`config.mk`:
```
export PLATFORM = sky130hd
export DESIGN_NAME = lcd_4bit_expander_sequencer_flat
export DESIGN_NICKNAME = d
export VERILOG_FILES = /design/src/rtl/lcdx_pkg.sv /design/src/rtl/lcdx_if.sv /design/src/rtl/lcd_4bit_expander_sequencer.sv /design/src/rtl/lcdx_front.sv /design/src/rtl/lcdx_queue.sv /design/src/rtl/lcdx_back.sv /design/src/flat_wrapper.sv
export SDC_FILE = /design/constraint.sdc
export NUM_CORES = 1
export LEC_CHECK = 0
export CORE_MARGIN = 5
export CORE_UTILIZATION = 60
export CTS_CLUSTER_DIAMETER = 60
export CTS_CLUSTER_SIZE = 14
export DETAILED_ROUTE_END_ITERATION = 10
export DONT_BUFFER_PORTS = 1
export PLACE_DENSITY = 0.84
export SETUP_SLACK_MARGIN = 0.4
export SLEW_MARGIN = 20
export SYNTH_ARGS = -nofsm -noshare
export SYNTH_HDL_FRONTEND = slang
export SYNTH_SLANG_ARGS = --single-unit
```
`constraint.sdc`:
```
create_clock -name clk -period 3.5 [get_ports clk]
set_input_delay 0.35 -clock clk [delete_from_list [all_inputs] [get_ports clk]]
set_output_delay 0.35 -clock clk [all_outputs]
set_load 0.02 [all_outputs]
```
`src/rtl/lcdx_pkg.sv`:
```
// ----------------------------------------------------------------------------
// lcdx_pkg
// Types, codes and constants for the 4-bit LCD port-expander sequencer.
// ----------------------------------------------------------------------------
package lcdx_pkg;

  // input command codes
  typedef enum logic [1:0] {
    CMD_CHAR   = 2'd0,
    CMD_CURSOR = 2'd1,
    CMD_LIGHT  = 2'd2,
    CMD_INIT   = 2'd3
  } cmd_t;

  // classified work for the back end
  typedef enum logic [1:0] {
    JOB_BYTE  = 2'd0,
    JOB_LIGHT = 2'd1,
    JOB_INIT  = 2'd2
  } job_kind_t;

  typedef struct packed {
    job_kind_t   kind;
    logic        rs;
    logic [7:0]  value;
  } job_t;

  // character codes with special handling
  localparam logic [7:0] CH_TAB        = 8'h09;
  localparam logic [7:0] CH_NEWLINE    = 8'h0A;
  localparam logic [7:0] CH_FORMFEED   = 8'h0C;
  localparam logic [7:0] CH_PRINT_LO   = 8'h20;
  localparam logic [7:0] CH_PRINT_HI   = 8'h7E;

  // bytes sent for special characters
  localparam logic [7:0] LCD_DEGREE    = 8'hDF;
  localparam logic [7:0] LCD_CLEAR     = 8'h01;
  localparam logic [7:0] LCD_LINE_TWO  = 8'hC0;
  localparam logic [7:0] LCD_SET_DDRAM = 8'h80;

  // expander bit masks
  localparam logic [7:0] EXP_ENABLE    = 8'h04;
  localparam logic [7:0] EXP_BACKLIGHT = 8'h08;

  // init sequence: reset nibbles 3,3,8,2,2,8 then bytes 0x0C, 0x01, 0x03
  localparam int unsigned INIT_NIBBLES = 12;

  function automatic logic [3:0] init_nibble(input logic [3:0] idx);
    logic [3:0] n;
    case (idx)
      4'd0:    n = 4'h3;
      4'd1:    n = 4'h3;
      4'd2:    n = 4'h8;
      4'd3:    n = 4'h2;
      4'd4:    n = 4'h2;
      4'd5:    n = 4'h8;
      4'd6:    n = 4'h0;
      4'd7:    n = 4'hC;
      4'd8:    n = 4'h0;
      4'd9:    n = 4'h1;
      4'd10:   n = 4'h0;
      4'd11:   n = 4'h3;
      default: n = 4'h0;
    endcase
    return n;
  endfunction

endpackage

```
`src/rtl/lcdx_if.sv`:
```
// ----------------------------------------------------------------------------
// lcdx_if
// Valid/ready channels: LCD command items in, expander write items out.
// ----------------------------------------------------------------------------
interface lcdx_cmd_if;
  logic       valid;
  logic       ready;
  logic [1:0] command;
  logic [7:0] char_code;
  logic [6:0] position;
  logic       light_on;

  modport source (output valid, command, char_code, position, light_on,
                  input ready);
  modport sink   (input valid, command, char_code, position, light_on,
                  output ready);
endinterface

interface lcdx_wr_if;
  logic       valid;
  logic       ready;
  logic [7:0] expander_byte;
  logic       last;

  modport source (output valid, expander_byte, last, input ready);
  modport sink   (input valid, expander_byte, last, output ready);
endinterface

```
`src/rtl/lcd_4bit_expander_sequencer.sv`:
```
// ----------------------------------------------------------------------------
// lcd_4bit_expander_sequencer
// LCD commands in, port-expander write bytes out for a 4-bit character LCD.
// ----------------------------------------------------------------------------
// cmd carries one item per LCD command: show character, move cursor, set
// backlight or initialize. wr carries one item per expander write; last
// marks the final write caused by a command item.
// each LCD byte goes out as two nibbles, each nibble as three writes with
// enable low, high, low. character and cursor items give 6 writes, backlight
// 1 write, initialize 37 writes; unsupported character codes give none.
// the back end issues one write per cycle into the output register while
// wr does not stall. with the block idle a taken item passes the queue, the
// cur register and the output register before its first write is valid.
// a job queue of QUEUE_DEPTH entries lets cmd keep taking items while the
// back end works and while a write waits at wr.
// when wr stalls, the output register and the back end hold; once the
// queue is full cmd.ready drops.
// reset empties the queue, drops the output, turns the backlight bit off
// and clears the last written byte.
// ----------------------------------------------------------------------------
module lcd_4bit_expander_sequencer #(
  parameter int unsigned QUEUE_DEPTH = 4
) (
  input  logic      clk,
  input  logic      rst,
  lcdx_cmd_if.sink  cmd,
  lcdx_wr_if.source wr
);

  logic           full;
  logic           push;
  lcdx_pkg::job_t push_job;
  logic           pop;
  logic           head_valid;
  lcdx_pkg::job_t head_job;

  // classify items
  lcdx_front u_front (
    .cmd      (cmd),
    .full     (full),
    .push     (push),
    .push_job (push_job)
  );

  // job queue
  lcdx_queue #(
    .DEPTH (QUEUE_DEPTH)
  ) u_queue (
    .clk        (clk),
    .rst        (rst),
    .push       (push),
    .push_job   (push_job),
    .full       (full),
    .pop        (pop),
    .head_valid (head_valid),
    .head_job   (head_job)
  );

  // expand jobs into writes
  lcdx_back u_back (
    .clk        (clk),
    .rst        (rst),
    .head_valid (head_valid),
    .head_job   (head_job),
    .pop        (pop),
    .wr         (wr)
  );

endmodule

```
`src/rtl/lcdx_front.sv`:
```
// ----------------------------------------------------------------------------
// lcdx_front
// Accepts command items and classifies them into jobs for the queue.
// ----------------------------------------------------------------------------
module lcdx_front (
  lcdx_cmd_if.sink      cmd,
  input  logic          full,
  output logic          push,
  output lcdx_pkg::job_t push_job
);

  lcdx_pkg::cmd_t cmd_code;
  logic           want;
  logic [7:0]     pos_ext;
  logic [7:0]     addr;

  assign cmd_code  = lcdx_pkg::cmd_t'(cmd.command);
  assign pos_ext   = {1'b0, cmd.position};
  assign cmd.ready = !full;
  assign push      = cmd.valid && !full && want;

  // row mapping: rows start at 0, 64, 20 and 84
  always_comb begin
    if (cmd.position > 7'd59) begin
      addr = pos_ext + 8'd24;
    end else if (cmd.position > 7'd39) begin
      addr = pos_ext - 8'd20;
    end else if (cmd.position > 7'd19) begin
      addr = pos_ext + 8'd44;
    end else begin
      addr = pos_ext;
    end
  end

  // classify
  always_comb begin
    want           = 1'b1;
    push_job.kind  = lcdx_pkg::JOB_BYTE;
    push_job.rs    = 1'b0;
    push_job.value = 8'h00;
    case (cmd_code)
      lcdx_pkg::CMD_CHAR: begin
        if (cmd.char_code >= lcdx_pkg::CH_PRINT_LO &&
            cmd.char_code <= lcdx_pkg::CH_PRINT_HI) begin
          push_job.rs    = 1'b1;
          push_job.value = cmd.char_code;
        end else if (cmd.char_code == lcdx_pkg::CH_TAB) begin
          push_job.rs    = 1'b1;
          push_job.value = lcdx_pkg::LCD_DEGREE;
        end else if (cmd.char_code == lcdx_pkg::CH_FORMFEED) begin
          push_job.value = lcdx_pkg::LCD_CLEAR;
        end else if (cmd.char_code == lcdx_pkg::CH_NEWLINE) begin
          push_job.value = lcdx_pkg::LCD_LINE_TWO;
        end else begin
          want = 1'b0;
        end
      end
      lcdx_pkg::CMD_CURSOR: begin
        push_job.value = addr + lcdx_pkg::LCD_SET_DDRAM;
      end
      lcdx_pkg::CMD_LIGHT: begin
        push_job.kind  = lcdx_pkg::JOB_LIGHT;
        push_job.value = {7'd0, cmd.light_on};
      end
      lcdx_pkg::CMD_INIT: begin
        push_job.kind  = lcdx_pkg::JOB_INIT;
      end
      default: begin
        want = 1'b0;
      end
    endcase
  end

endmodule

```
`src/rtl/lcdx_queue.sv`:
```
// ----------------------------------------------------------------------------
// lcdx_queue
// Small job queue between front and back end.
// ----------------------------------------------------------------------------
module lcdx_queue #(
  parameter int unsigned DEPTH = 4
) (
  input  logic           clk,
  input  logic           rst,
  input  logic           push,
  input  lcdx_pkg::job_t push_job,
  output logic           full,
  input  logic           pop,
  output logic           head_valid,
  output lcdx_pkg::job_t head_job
);

  localparam int unsigned PTR_W = (DEPTH > 1) ? $clog2(DEPTH) : 1;
  localparam int unsigned CNT_W = $clog2(DEPTH + 1);

  lcdx_pkg::job_t mem [DEPTH];
  logic [PTR_W-1:0] wr_ptr;
  logic [PTR_W-1:0] rd_ptr;
  logic [CNT_W-1:0] count;

  assign full       = (count == CNT_W'(DEPTH));
  assign head_valid = (count != '0);
  assign head_job   = mem[rd_ptr];

  // storage
  always_ff @(posedge clk) begin
    if (push) begin
      mem[wr_ptr] <= push_job;
    end
  end

  // pointers and fill count
  always_ff @(posedge clk) begin
    if (rst) begin
      wr_ptr <= '0;
      rd_ptr <= '0;
      count  <= '0;
    end else begin
      if (push) begin
        wr_ptr <= (wr_ptr == PTR_W'(DEPTH - 1)) ? '0 : wr_ptr + 1'b1;
      end
      if (pop) begin
        rd_ptr <= (rd_ptr == PTR_W'(DEPTH - 1)) ? '0 : rd_ptr + 1'b1;
      end
      if (push && !pop) begin
        count <= count + 1'b1;
      end else if (pop && !push) begin
        count <= count - 1'b1;
      end
    end
  end

  a_no_pop_empty: assert property (@(posedge clk) disable iff (rst)
    pop |-> head_valid)
    else $error("queue popped while empty");

endmodule

```
`src/rtl/lcdx_back.sv`:
```
// ----------------------------------------------------------------------------
// lcdx_back
// Expands jobs into expander writes and holds the display-side state.
// ----------------------------------------------------------------------------
module lcdx_back (
  input  logic           clk,
  input  logic           rst,
  input  logic           head_valid,
  input  lcdx_pkg::job_t head_job,
  output logic           pop,
  lcdx_wr_if.source      wr
);

  // current job and its step counters
  logic           cur_valid;
  lcdx_pkg::job_t cur;
  logic [3:0]     nib_idx;
  logic [1:0]     phase;
  logic           lead;

  // display-side state
  logic           backlight;
  logic [7:0]     last_byte;

  // output register
  logic           out_valid;
  logic [7:0]     out_byte;
  logic           out_last;

  logic           slot_free;
  logic           emit;
  logic           final_step;
  logic [3:0]     nibble;
  logic           rs_bit;
  logic [7:0]     base_byte;
  logic [7:0]     light_byte;
  logic [7:0]     wr_byte;

  assign wr.valid         = out_valid;
  assign wr.expander_byte = out_byte;
  assign wr.last          = out_last;

  assign slot_free = wr.ready || !out_valid;
  assign emit      = cur_valid && slot_free;
  assign pop       = head_valid && (!cur_valid || (emit && final_step));

  // byte of the current step
  always_comb begin
    if (cur.kind == lcdx_pkg::JOB_INIT) begin
      nibble = lcdx_pkg::init_nibble(nib_idx);
    end else begin
      nibble = nib_idx[0] ? cur.value[3:0] : cur.value[7:4];
    end
    rs_bit     = (cur.kind == lcdx_pkg::JOB_BYTE) ? cur.rs : 1'b0;
    base_byte  = {nibble, backlight, 1'b0, 1'b0, rs_bit};
    light_byte = cur.value[0] ? (last_byte | lcdx_pkg::EXP_BACKLIGHT)
                              : (last_byte & ~lcdx_pkg::EXP_BACKLIGHT);
    case (cur.kind)
      lcdx_pkg::JOB_LIGHT: begin
        wr_byte    = light_byte;
        final_step = 1'b1;
      end
      lcdx_pkg::JOB_INIT: begin
        wr_byte    = lead ? 8'h00
                   : ((phase == 2'd1) ? (base_byte | lcdx_pkg::EXP_ENABLE) : base_byte);
        final_step = !lead && (phase == 2'd2) &&
                     (nib_idx == 4'(lcdx_pkg::INIT_NIBBLES - 1));
      end
      default: begin
        wr_byte    = (phase == 2'd1) ? (base_byte | lcdx_pkg::EXP_ENABLE) : base_byte;
        final_step = (phase == 2'd2) && (nib_idx == 4'd1);
      end
    endcase
  end

  // job sequencing
  always_ff @(posedge clk) begin
    if (rst) begin
      cur_valid <= 1'b0;
      nib_idx   <= '0;
      phase     <= '0;
      lead      <= 1'b0;
    end else if (pop) begin
      cur_valid <= 1'b1;
      nib_idx   <= '0;
      phase     <= '0;
      lead      <= (head_job.kind == lcdx_pkg::JOB_INIT);
    end else if (emit && final_step) begin
      cur_valid <= 1'b0;
    end else if (emit) begin
      if (lead) begin
        lead <= 1'b0;
      end else if (phase == 2'd2) begin
        phase   <= '0;
        nib_idx <= nib_idx + 4'd1;
      end else begin
        phase <= phase + 2'd1;
      end
    end
  end

  always_ff @(posedge clk) begin
    if (pop) begin
      cur <= head_job;
    end
  end

  // backlight and last written byte
  always_ff @(posedge clk) begin
    if (rst) begin
      backlight <= 1'b0;
      last_byte <= 8'h00;
    end else if (emit) begin
      if (cur.kind == lcdx_pkg::JOB_LIGHT) begin
        backlight <= cur.value[0];
        last_byte <= light_byte;
      end else if (!lead && phase == 2'd2) begin
        last_byte <= base_byte;
      end
    end
  end

  // output register
  always_ff @(posedge clk) begin
    if (rst) begin
      out_valid <= 1'b0;
    end else if (emit) begin
      out_valid <= 1'b1;
    end else if (wr.ready) begin
      out_valid <= 1'b0;
    end
  end

  always_ff @(posedge clk) begin
    if (emit) begin
      out_byte <= wr_byte;
      out_last <= final_step;
    end
  end

  a_phase_range: assert property (@(posedge clk) disable iff (rst)
    cur_valid |-> phase != 2'd3)
    else $error("nibble phase out of range");

  a_lead_init: assert property (@(posedge clk) disable iff (rst)
    (cur_valid && lead) |-> (cur.kind == lcdx_pkg::JOB_INIT && nib_idx == 4'd0))
    else $error("leading zero write outside init job");

  a_byte_nibbles: assert property (@(posedge clk) disable iff (rst)
    (cur_valid && cur.kind == lcdx_pkg::JOB_BYTE) |-> nib_idx <= 4'd1)
    else $error("byte job ran past two nibbles");

endmodule

```
`src/flat_wrapper.sv`:
```
// flat-port wrapper written by rule: the top's interface ports become plain ports
module lcd_4bit_expander_sequencer_flat 
#(
  parameter int unsigned QUEUE_DEPTH = 4
)
  (clk, rst, cmd_valid, cmd_command, cmd_char_code, cmd_position, cmd_light_on, cmd_ready, wr_valid, wr_expander_byte, wr_last, wr_ready);
  lcdx_cmd_if cmd_i ();
  lcdx_wr_if wr_i ();
  input  logic clk;
  input  logic rst;
  input wire logic [$bits(cmd_i.valid)-1:0] cmd_valid;
  input wire logic [$bits(cmd_i.command)-1:0] cmd_command;
  input wire logic [$bits(cmd_i.char_code)-1:0] cmd_char_code;
  input wire logic [$bits(cmd_i.position)-1:0] cmd_position;
  input wire logic [$bits(cmd_i.light_on)-1:0] cmd_light_on;
  output wire logic [$bits(cmd_i.ready)-1:0] cmd_ready;
  output wire logic [$bits(wr_i.valid)-1:0] wr_valid;
  output wire logic [$bits(wr_i.expander_byte)-1:0] wr_expander_byte;
  output wire logic [$bits(wr_i.last)-1:0] wr_last;
  input wire logic [$bits(wr_i.ready)-1:0] wr_ready;
  assign cmd_i.valid = cmd_valid;
  assign cmd_i.command = cmd_command;
  assign cmd_i.char_code = cmd_char_code;
  assign cmd_i.position = cmd_position;
  assign cmd_i.light_on = cmd_light_on;
  assign cmd_ready = cmd_i.ready;
  assign wr_valid = wr_i.valid;
  assign wr_expander_byte = wr_i.expander_byte;
  assign wr_last = wr_i.last;
  assign wr_i.ready = wr_ready;
  lcd_4bit_expander_sequencer #(.QUEUE_DEPTH(QUEUE_DEPTH)) u_core (.clk(clk), .rst(rst), .cmd(cmd_i), .wr(wr_i));
endmodule
```
==> results of run 1 <==
[what timing repair did]
item	CTS	global route
setup endpoints to repair	1	2
pin swaps	0	2
hold buffers	0	0
setup buffers	0	3
gates resized for setup	2	8
[cells in the mapped netlist (all sizes together), types with 3 or more instances]
cell type and number:
buf 6, edfxtp 64, a31oi 4, o21bai 3, xnor2 5, a221oi 5
nor3 7, and2 4, nand4 9, nor3b 3, nor2 37, ha 19
and3 6, inv 14, a211oi 3, mux2i 13, nor4 4, nand2b 12
xor2 4, nand3 10, o22ai 3, nand2 23, or4 3, dfxtp 28
o21ai 25, or3 3, mux4 11, a21oi 16, nor2b 11, clkbuf 11
[power breakdown]
group          internal, mW  total, mW  switching, mW
registers              1.45       1.64          0.193
logic                 0.451       1.07          0.618
clock network         0.404      0.745          0.341
[area by class of cell]
cell class                 count  share of cell area
sequential                    92               0.492
multi-input combinational    280               0.421
clock buffer                  12              0.0268
tap                          102              0.0253
clock inverter                 4              0.0144
inverter                      15              0.0112
timing repair buffer           6             0.00893
[flip-flops by register name, summed over array words and instances (netlist names), named ones only]
register	cells
u_core.u_back.wr.last	1
u_core.u_queue.count	3
u_core.u_back.cur_valid	1
u_core.u_back.cur	11
u_core.u_back.lead	1
u_core.u_queue.wr_ptr	2
u_core.u_back.wr.expander_byte	8
u_core.u_queue.rd_ptr	2
u_core.u_back.nib_idx	4
u_core.u_back.last_byte	5
u_core.u_back.phase	2
u_core.u_queue.mem	44
u_core.u_back.backlight	1
u_core.u_back.wr.valid	1
[worst register-to-register path, stage by stage (launching register included)]
cell      delay, ns
edfxtp_1       0.40
inv_1          0.11
ha_4           0.31
clkinv_1       0.09
nand4_1        0.16
a311oi_4       0.15
or2_2          0.34
inv_1          0.07
ha_1           0.18
inv_1          0.07
fa_1           0.42
xor2_1         0.18
or3_1          0.31
a21oi_1        0.14
[path summary, 6_finish.rpt]
path,endpoint,cells past startpoint,startpoint,slack (ns)
worst min-delay path,u_core.u_back.wr.valid$_SDFFE_PP0P_,1,rst,0.06
worst min register to register,u_core.u_back.last_byte[0]$_SDFFE_PP0P_,2,u_core.u_back.last_byte[0]$_SDFFE_PP0P_,0.49
worst max register to register,u_core.u_queue.count[2]$_SDFFE_PP0P_,13,u_core.u_back.cur[10]$_DFFE_PP_,0.53
worst max-delay path,u_core.u_queue.count[2]$_SDFFE_PP0P_,13,u_core.u_back.cur[10]$_DFFE_PP_,0.53
[per-layer routing]
| metal | up-vias | track usage | routed length (um) |
|---|---|---|---|
| met5 | - | 0 | 0 |
| met4 | 0 | 0.0588 | 125 |
| met3 | 13 | 0.0514 | 624 |
| met2 | 125 | 0.293 | 4270 |
| met1 | 1525 | 0.247 | 3790 |
| li1 | 1529 | - | - |
[through the flow]
step           cells  hold WS, ns   util  instance area (sq um)
2_1_floorplan    404        0.454      -                   4680
3_3_place_gp     492        0.423  0.623                   4760
3_5_place_dp     492        0.425  0.623                   4760
4_1_cts          508       0.0415  0.651                   4980
5_1_grt          511       0.0446  0.660                   5040
6_report         511       0.0604  0.660                   5040
[kinds of logic (layout without fill, tap and decap cells)]
group | Yosys count | in the layout | synth area share
buf+inv | 32 | 37 | 0.0270
simple gates | 139 | 139 | 0.164
compound gates | 87 | 87 | 0.126
fa+ha+maj | 20 | 20 | 0.0550
xor+xnor | 9 | 9 | 0.0168
mux | 24 | 24 | 0.0807
flops | 92 | 92 | 0.530
other cells | 1 | 1 | 0.000801
==> results_dict.tcl, run 1 <==
set metrics [dict create \
    crit_buf_inv 4 \
    max_stage_delay_ns 0.42 \
    gp_congestion 0.941 \
    min_period_ns 2.97 \
    diodes 0 \
    ys_top_cells_by_area "edfxtp_1 41%, dfxtp_1 12%, mux4_2 5.3%" \
    ant_nets 0 \
    cp_slowest_cell "fa_1" \
    track_usage 0.184 \
    path_delay_family "adder cells" \
    final_common_cell "edfxtp_1" \
    nNetsFinal 446 \
    antenna_found_initial 0 \
    outcome "finished clean" \
    synthDistinctLibCells 65 \
    vias_per_cell 6.25 \
    crit_top_cell "inv_1" \
    die_area_sq_um 9670 \
    multi_input_area_sq_um 2120 \
    first_pass_iters 5 \
    wl_mm 8.80 \
    die_y_um 98.4 \
    p_total_mw 3.45 \
    grt_pass1_vias 3056 \
    ios 33 \
    row_count 32 \
    slew_headroom 0.433 \
    fin_crit_sh 0.850 \
    path_clk_slew_ns 0.08 \
    netlist.area_leader.share 0.410 \
    layout-drive-gt1-share 0.117 \
    dp_hpwl_mm 6.30 \
    grt_pass1_wl_mm 14.5 \
    post_drt_wl_per_cell_um 17.2 \
    yosys.area.top_type "edfxtp_1" \
    ys_seq_area_frac 0.530 \
    critPathKind "register to register" \
    skew_ns 0.00769 \
    start_kind "register" \
    synth_warnings 0 \
    cts_buffer_depth 2 \
    cts_made_buffers 9 \
    power.density_nw_per_um2 685 \
    rsz0062_at_grt "false" \
    vias 3192 \
    start_util 0.612 \
    htree_num_levels 3 \
    clock_latency_ns 0.35 \
    end_kind "register" \
    fp.coreArea_sq_um 7650 \
    crit_fanout 6 \
    leakagePower_nw 1.73 \
    setup_slack_ns 0.526 \
    peakVddDrop_v 0.000388 \
    ys_async_sr_fraction 0 \
    worstMarginPinSlew_ns 0.839 \
    cap_violations 0 \
    grt_max_degree 21 \
    fin_setup_tns_ns 0 \
    synth_area_sq_um 4680 \
    cts.sinks 92 \
    n_fill_cell 534 \
    postSynthCellCount 404 \
    layout_common_cells "64 x edfxtp_1, 37 x nor2_1, 27 x dfxtp_1, 25 x o21ai_0, 23 x nand2_1" \
    synth_area_per_cell_sq_um 11.6 \
    max_freq_ghz 0.336 \
    tritoncts "done" \
    drc 0 \
    drt-initial-drc-count 180 \
    root_buffer "clkbuf_8" \
    place_ws_ns 0.320 \
    hold_class "input pin to register" \
    cp.required_ns 3.79 \
    io_buffers 0 \
    worstPathArrival_ns 3.26 \
    synth-seq-cells 92 \
    finalHoldViolations 0 \
    setup_violations 0 \
    register_area_sq_um 2480 \
    drv_slew 0 \
    path_cells "inv_1, ha_4, clkinv_1, nand4_1, a311oi_4, or2_2, inv_1, ha_1, inv_1, fa_1, xor2_1, or3_1, a21oi_1" \
    yosys_most_used_dff "edfxtp_1" \
    fp.dieW_um 98.4 \
    grt_overflow_total 0 \
    syn_to_final_growth_pct 7.69 \
    synth_edf_count 64 \
    synth_nets 446 \
]
Note: power is estimated with default switching activity, not from simulation.
==> run 2, diff against run 1 <==
Clock period 3.5 ns to 3 ns, I/O delays scaled along.
==> run 2 against run 1 <==
Non-clock buffer count grew 22. Wire length increased by 12%. Die area stayed put. Sequential share of layout area is 1.7 points lower. Clock power rose by 0.5%. Cell area up 3.6%. Clock skew up 0.0034 ns.
==> results_dict.tcl, run 2 (synthesis gave the netlist of run 1 again) <==
set metrics [dict create \
    finalHoldViolations 0 \
    vias_per_cell 6.34 \
    cp.required_ns 3.29 \
    start_util 0.612 \
    hold_class "input pin to register" \
    path_clk_slew_ns 0.09 \
    root_buffer "clkbuf_8" \
    min_period_ns 2.59 \
    critPathKind "register to register" \
    dp_hpwl_mm 6.82 \
    slew_headroom 0.388 \
    final_common_cell "edfxtp_1" \
    power.density_nw_per_um2 793 \
    leakagePower_nw 1.83 \
    grt_pass1_wl_mm 16.2 \
    clock_latency_ns 0.36 \
    max_freq_ghz 0.387 \
    cp_slowest_cell "edfxtp_1" \
    antenna_found_initial 0 \
    die_area_sq_um 9670 \
    cts_made_buffers 9 \
    worstMarginPinSlew_ns 0.906 \
    cap_violations 0 \
    finish.utilization 0.683 \
    grt_max_degree 21 \
    ant_nets 0 \
    diodes 0 \
    grt_overflow_total 0 \
    skew_ns 0.0111 \
    r2r_setup_slack_ns 0.41 \
    worstPathArrival_ns 2.88 \
    track_usage 0.210 \
    row_count 32 \
    cts_buffer_depth 2 \
    layout-drive-gt1-share 0.167 \
    end_kind "register" \
    io_buffers 0 \
    rsz0062_at_grt "true" \
    die_y_um 98.4 \
    peakVddDrop_v 0.000466 \
    largest_reg_flops 44 \
    vias 3381 \
    design_area_sq_um 5230 \
    start_kind "register" \
    grt_pass1_vias 3359 \
    outcome "finished clean" \
    tritoncts "done" \
    ios 33 \
    drc 0 \
    holdWs_ns 0.0394 \
    fin_crit_sh 0.862 \
    htree_num_levels 3 \
    drv_slew 0 \
    wl_mm 9.89 \
    gp_congestion 0.906 \
    post_drt_wl_per_cell_um 18.6 \
    crit_fanout 3 \
    cts.sinks 92 \
    syn_to_final_growth_pct 11.6 \
    path_cells "inv_2, ha_4, clkinv_4, nand4_1, a311oi_2, or2_4, inv_4, ha_4, inv_2, fa_2, xor2_1, or3_1, a21oi_1" \
    placed_area_sq_um 4830 \
    n_fill_cell 546 \
    setup_violations 0 \
    fp.coreArea_sq_um 7650 \
    drt-initial-drc-count 265 \
    fin_setup_tns_ns 0 \
    top_register "u_core.u_queue.mem" \
    first_pass_iters 5 \
    p_total_mw 4.15 \
    layout_common_cells "64 x edfxtp_1, 37 x nor2_1, 26 x dfxtp_1, 25 x o21ai_0, 22 x nand2_1" \
    max_stage_delay_ns 0.41 \
    fp.dieW_um 98.4 \
    nNetsFinal 468 \
]
run 2: final timing paths:
check / start / endpoint / depth (start not counted)
max: u_core.u_back.cur[10]$_DFFE_PP_ / u_core.u_queue.count[2]$_SDFFE_PP0P_ / 13
min: rst / u_core.u_back.last_byte[0]$_SDFFE_PP0P_ / 1
max reg2reg: u_core.u_back.cur[10]$_DFFE_PP_ / u_core.u_queue.count[2]$_SDFFE_PP0P_ / 13
min reg2reg: u_core.u_queue.count[2]$_SDFFE_PP0P_ / u_core.u_queue.count[2]$_SDFFE_PP0P_ / 2
run 2: per-stage QoR:
stage	setup WS (ns)	cells
floorplan	0.271	404
global placement	0.382	497
detailed placement	0.229	497
CTS	0.384	531
global route	0.308	533
finish	0.413	533
run 2: cell type report:
class                      count  area [sq um]  share of cell area
tap                          102           128              0.0244
inverter                      15          63.8              0.0122
multi-input combinational    280          2140               0.409
clock buffer                   9           124              0.0237
sequential                    92          2480               0.475
clock inverter                 7          51.3             0.00982
timing repair buffer          28           239              0.0457
run 2: timing repair:
item                                   4_1_cts  5_1_grt
pin swaps                                    8        6
endpoints found under the hold margin       12        3
setup buffers                                9        1
setup endpoints to repair                    2        4
hold buffers                                 9        1
gates cloned                                 0        0
resized for setup                           10        3
run 2: layer usage:
metal,vias to the layer above,track usage,wire length (um)
li1,1572,-,-
met1,1594,0.256,3880
met2,183,0.348,4890
met3,32,0.0586,813
met4,0,0.0924,308
met5,-,0,0
run 2: critical path: cells and delay by family (launching register included):
family          cells  cell delay [ns]
compound gates      2             0.27
flops               1             0.41
buf+inv             4             0.22
xor+xnor            1             0.15
fa+ha+maj           3             0.77
simple gates        3             0.68
run 2: power breakdown:
group	internal [mW]	total [mW]	switching [mW]
sequential	1.69	1.90	0.211
clock	0.305	0.749	0.444
combinational	0.657	1.50	0.841
==> run 3, diff against run 2 <==
Settings changed: CORE_ASPECT_RATIO set to 0.8.
==> run 3 against run 2 <==
The run now ends with hold timing left. Sequential cell count is the same. Final cell count grew 2.1%. Count of clock-buffer cells in the layout grew 2.
==> results_dict.tcl, run 3 (synthesis gave the netlist of run 1 again) <==
set metrics [dict create \
    outcome "finished with violations" \
    violations "hold timing" \
    place_ws_ns 0.218 \
    leakagePower_nw 1.91 \
    syn_to_final_growth_pct 14.6 \
    grt_pass1_vias 3390 \
    peakVddDrop_v 0.000581 \
    start_util 0.625 \
    drc 0 \
    setup_slack_ns 0.286 \
    end_kind "register" \
    hold_class "input pin to register" \
    grt_max_degree 21 \
    layout-drive-gt1-share 0.189 \
    cap_violations 0 \
    drv_slew 0 \
    path_cells "and4b_1, nand4_1, a311oi_2, or2_4, inv_4, ha_4, inv_2, fa_2, xor2_1, or3_1, a21oi_2" \
    skew_ns 0.0119 \
    worstMarginPinSlew_ns 0.645 \
    track_usage 0.234 \
    cts_hold_buf 9 \
    ant_nets 0 \
    min_period_ns 2.71 \
    fp.coreArea_sq_um 7500 \
    tritoncts "done" \
    die_y_um 89.0 \
    nNetsFinal 476 \
    crit_buf_inv 2 \
    rsz0062_at_grt "true" \
    setup_violations 0 \
    start_kind "register" \
    vias 3474 \
    layout_common_cells "64 x edfxtp_1, 36 x nor2_1, 27 x dfxtp_1, 25 x buf_4, 24 x o21ai_0" \
    ios 33 \
    gp_congestion 0.885 \
    finalHoldViolations 4 \
    grt_pass1_wl_mm 17.2 \
    antenna_found_initial 0 \
    max_freq_ghz 0.368 \
    diodes 0 \
    final_common_cell "edfxtp_1" \
    largest_reg_flops 44 \
    n_fill_cell 486 \
    cts.sinks 92 \
    finish.utilization 0.716 \
    cts_buffer_depth 2 \
    wl_mm 10.7 \
    critPathKind "register to register" \
    vias_per_cell 6.39 \
    htree_num_levels 3 \
    die_area_sq_um 9680 \
    drt-initial-drc-count 324 \
    post_drt_wl_per_cell_um 19.7 \
    cts_made_buffers 9 \
    top_register "u_core.u_queue.mem" \
    holdWs_ns -0.00631 \
    dp_hpwl_mm 6.76 \
    cp.required_ns 3.30 \
    root_buffer "clkbuf_8" \
    slew_headroom 0.567 \
    max_stage_delay_ns 0.65 \
    clock_latency_ns 0.36 \
    first_pass_iters 5 \
    io_buffers 0 \
    grt_overflow_total 0 \
    crit_fanout 13 \
    row_count 28 \
    path_delay_family "simple AND/OR/NAND/NOR gates" \
    path_clk_slew_ns 0.09 \
    power.density_nw_per_um2 798 \
    cp_slowest_cell "dfxtp_1" \
    fp.dieW_um 109 \
    fin_crit_sh 0.905 \
    fin_setup_tns_ns 0 \
    worstPathArrival_ns 3.02 \
]
run 3: cell types whose count changed in the layout (fill, tap and decap cells not counted), sizes merged:
cell,before,now
buf,18,27
clkinvlp,3,0
clkbuf,9,11
dlygate4sd3,10,9
inv,16,17
run 3: metrics by stage:
stage | cell area, sq um | total power [mW] | std cells | hold WS [ns]
2_1_floorplan | 4740 | 2.89 | 404 | 0.454
3_3_place_gp | 4840 | 3.12 | 501 | 0.373
3_5_place_dp | 4840 | 3.17 | 501 | 0.375
4_1_cts | 5280 | 4.13 | 540 | -0.0214
5_1_grt | 5370 | 4.52 | 544 | -0.0354
6_report | 5370 | 4.29 | 544 | -0.00631
run 3: final cells by class:
type	instances	area [sq um]	share of cell area
Sequential cell	92	2480	0.463
Multi-Input combinational cell	280	2180	0.406
Timing Repair Buffer	36	300	0.0559
Clock buffer	11	174	0.0324
Tap cell	105	131	0.0245
Inverter	15	63.8	0.0119
Clock inverter	5	37.5	0.00699
run 3: path summary, 6_finish.rpt:
kind                            cells past startpoint                                    to  slack (ns)                                  start
worst max-delay path                               11  u_core.u_queue.count[2]$_SDFFE_PP0P_        0.29  u_core.u_back.nib_idx[2]$_SDFFE_PP0P_
worst min-delay path                                1  u_core.u_queue.count[2]$_SDFFE_PP0P_      -0.006                                    rst
worst max register to register                     11  u_core.u_queue.count[2]$_SDFFE_PP0P_        0.29  u_core.u_back.nib_idx[2]$_SDFFE_PP0P_
worst min register to register                      2  u_core.u_queue.count[2]$_SDFFE_PP0P_        0.54   u_core.u_queue.count[2]$_SDFFE_PP0P_
run 3: what timing repair did:
action / CTS / global route
resized for setup: 7 / 13
hold endpoints to repair: 13 / 4
endpoints found under the setup margin: 2 / 12
pin swaps: 4 / 6
buffers inserted: 14 / 4
run 3: metal layers:
metal  up-vias  part of all wire  global-route usage
li1       1598                 -                   -
met1      1625              0.40               0.309
met2       226              0.47               0.380
met3        25              0.10              0.0606
met4         0             0.021              0.0803
met5         -                 0                   0
run 3: power by group:
group	switching, mW	internal, mW	leakage [nW]
logic	0.886	0.648	0.964
clock network	0.435	0.409	0.112
registers	0.220	1.69	0.833
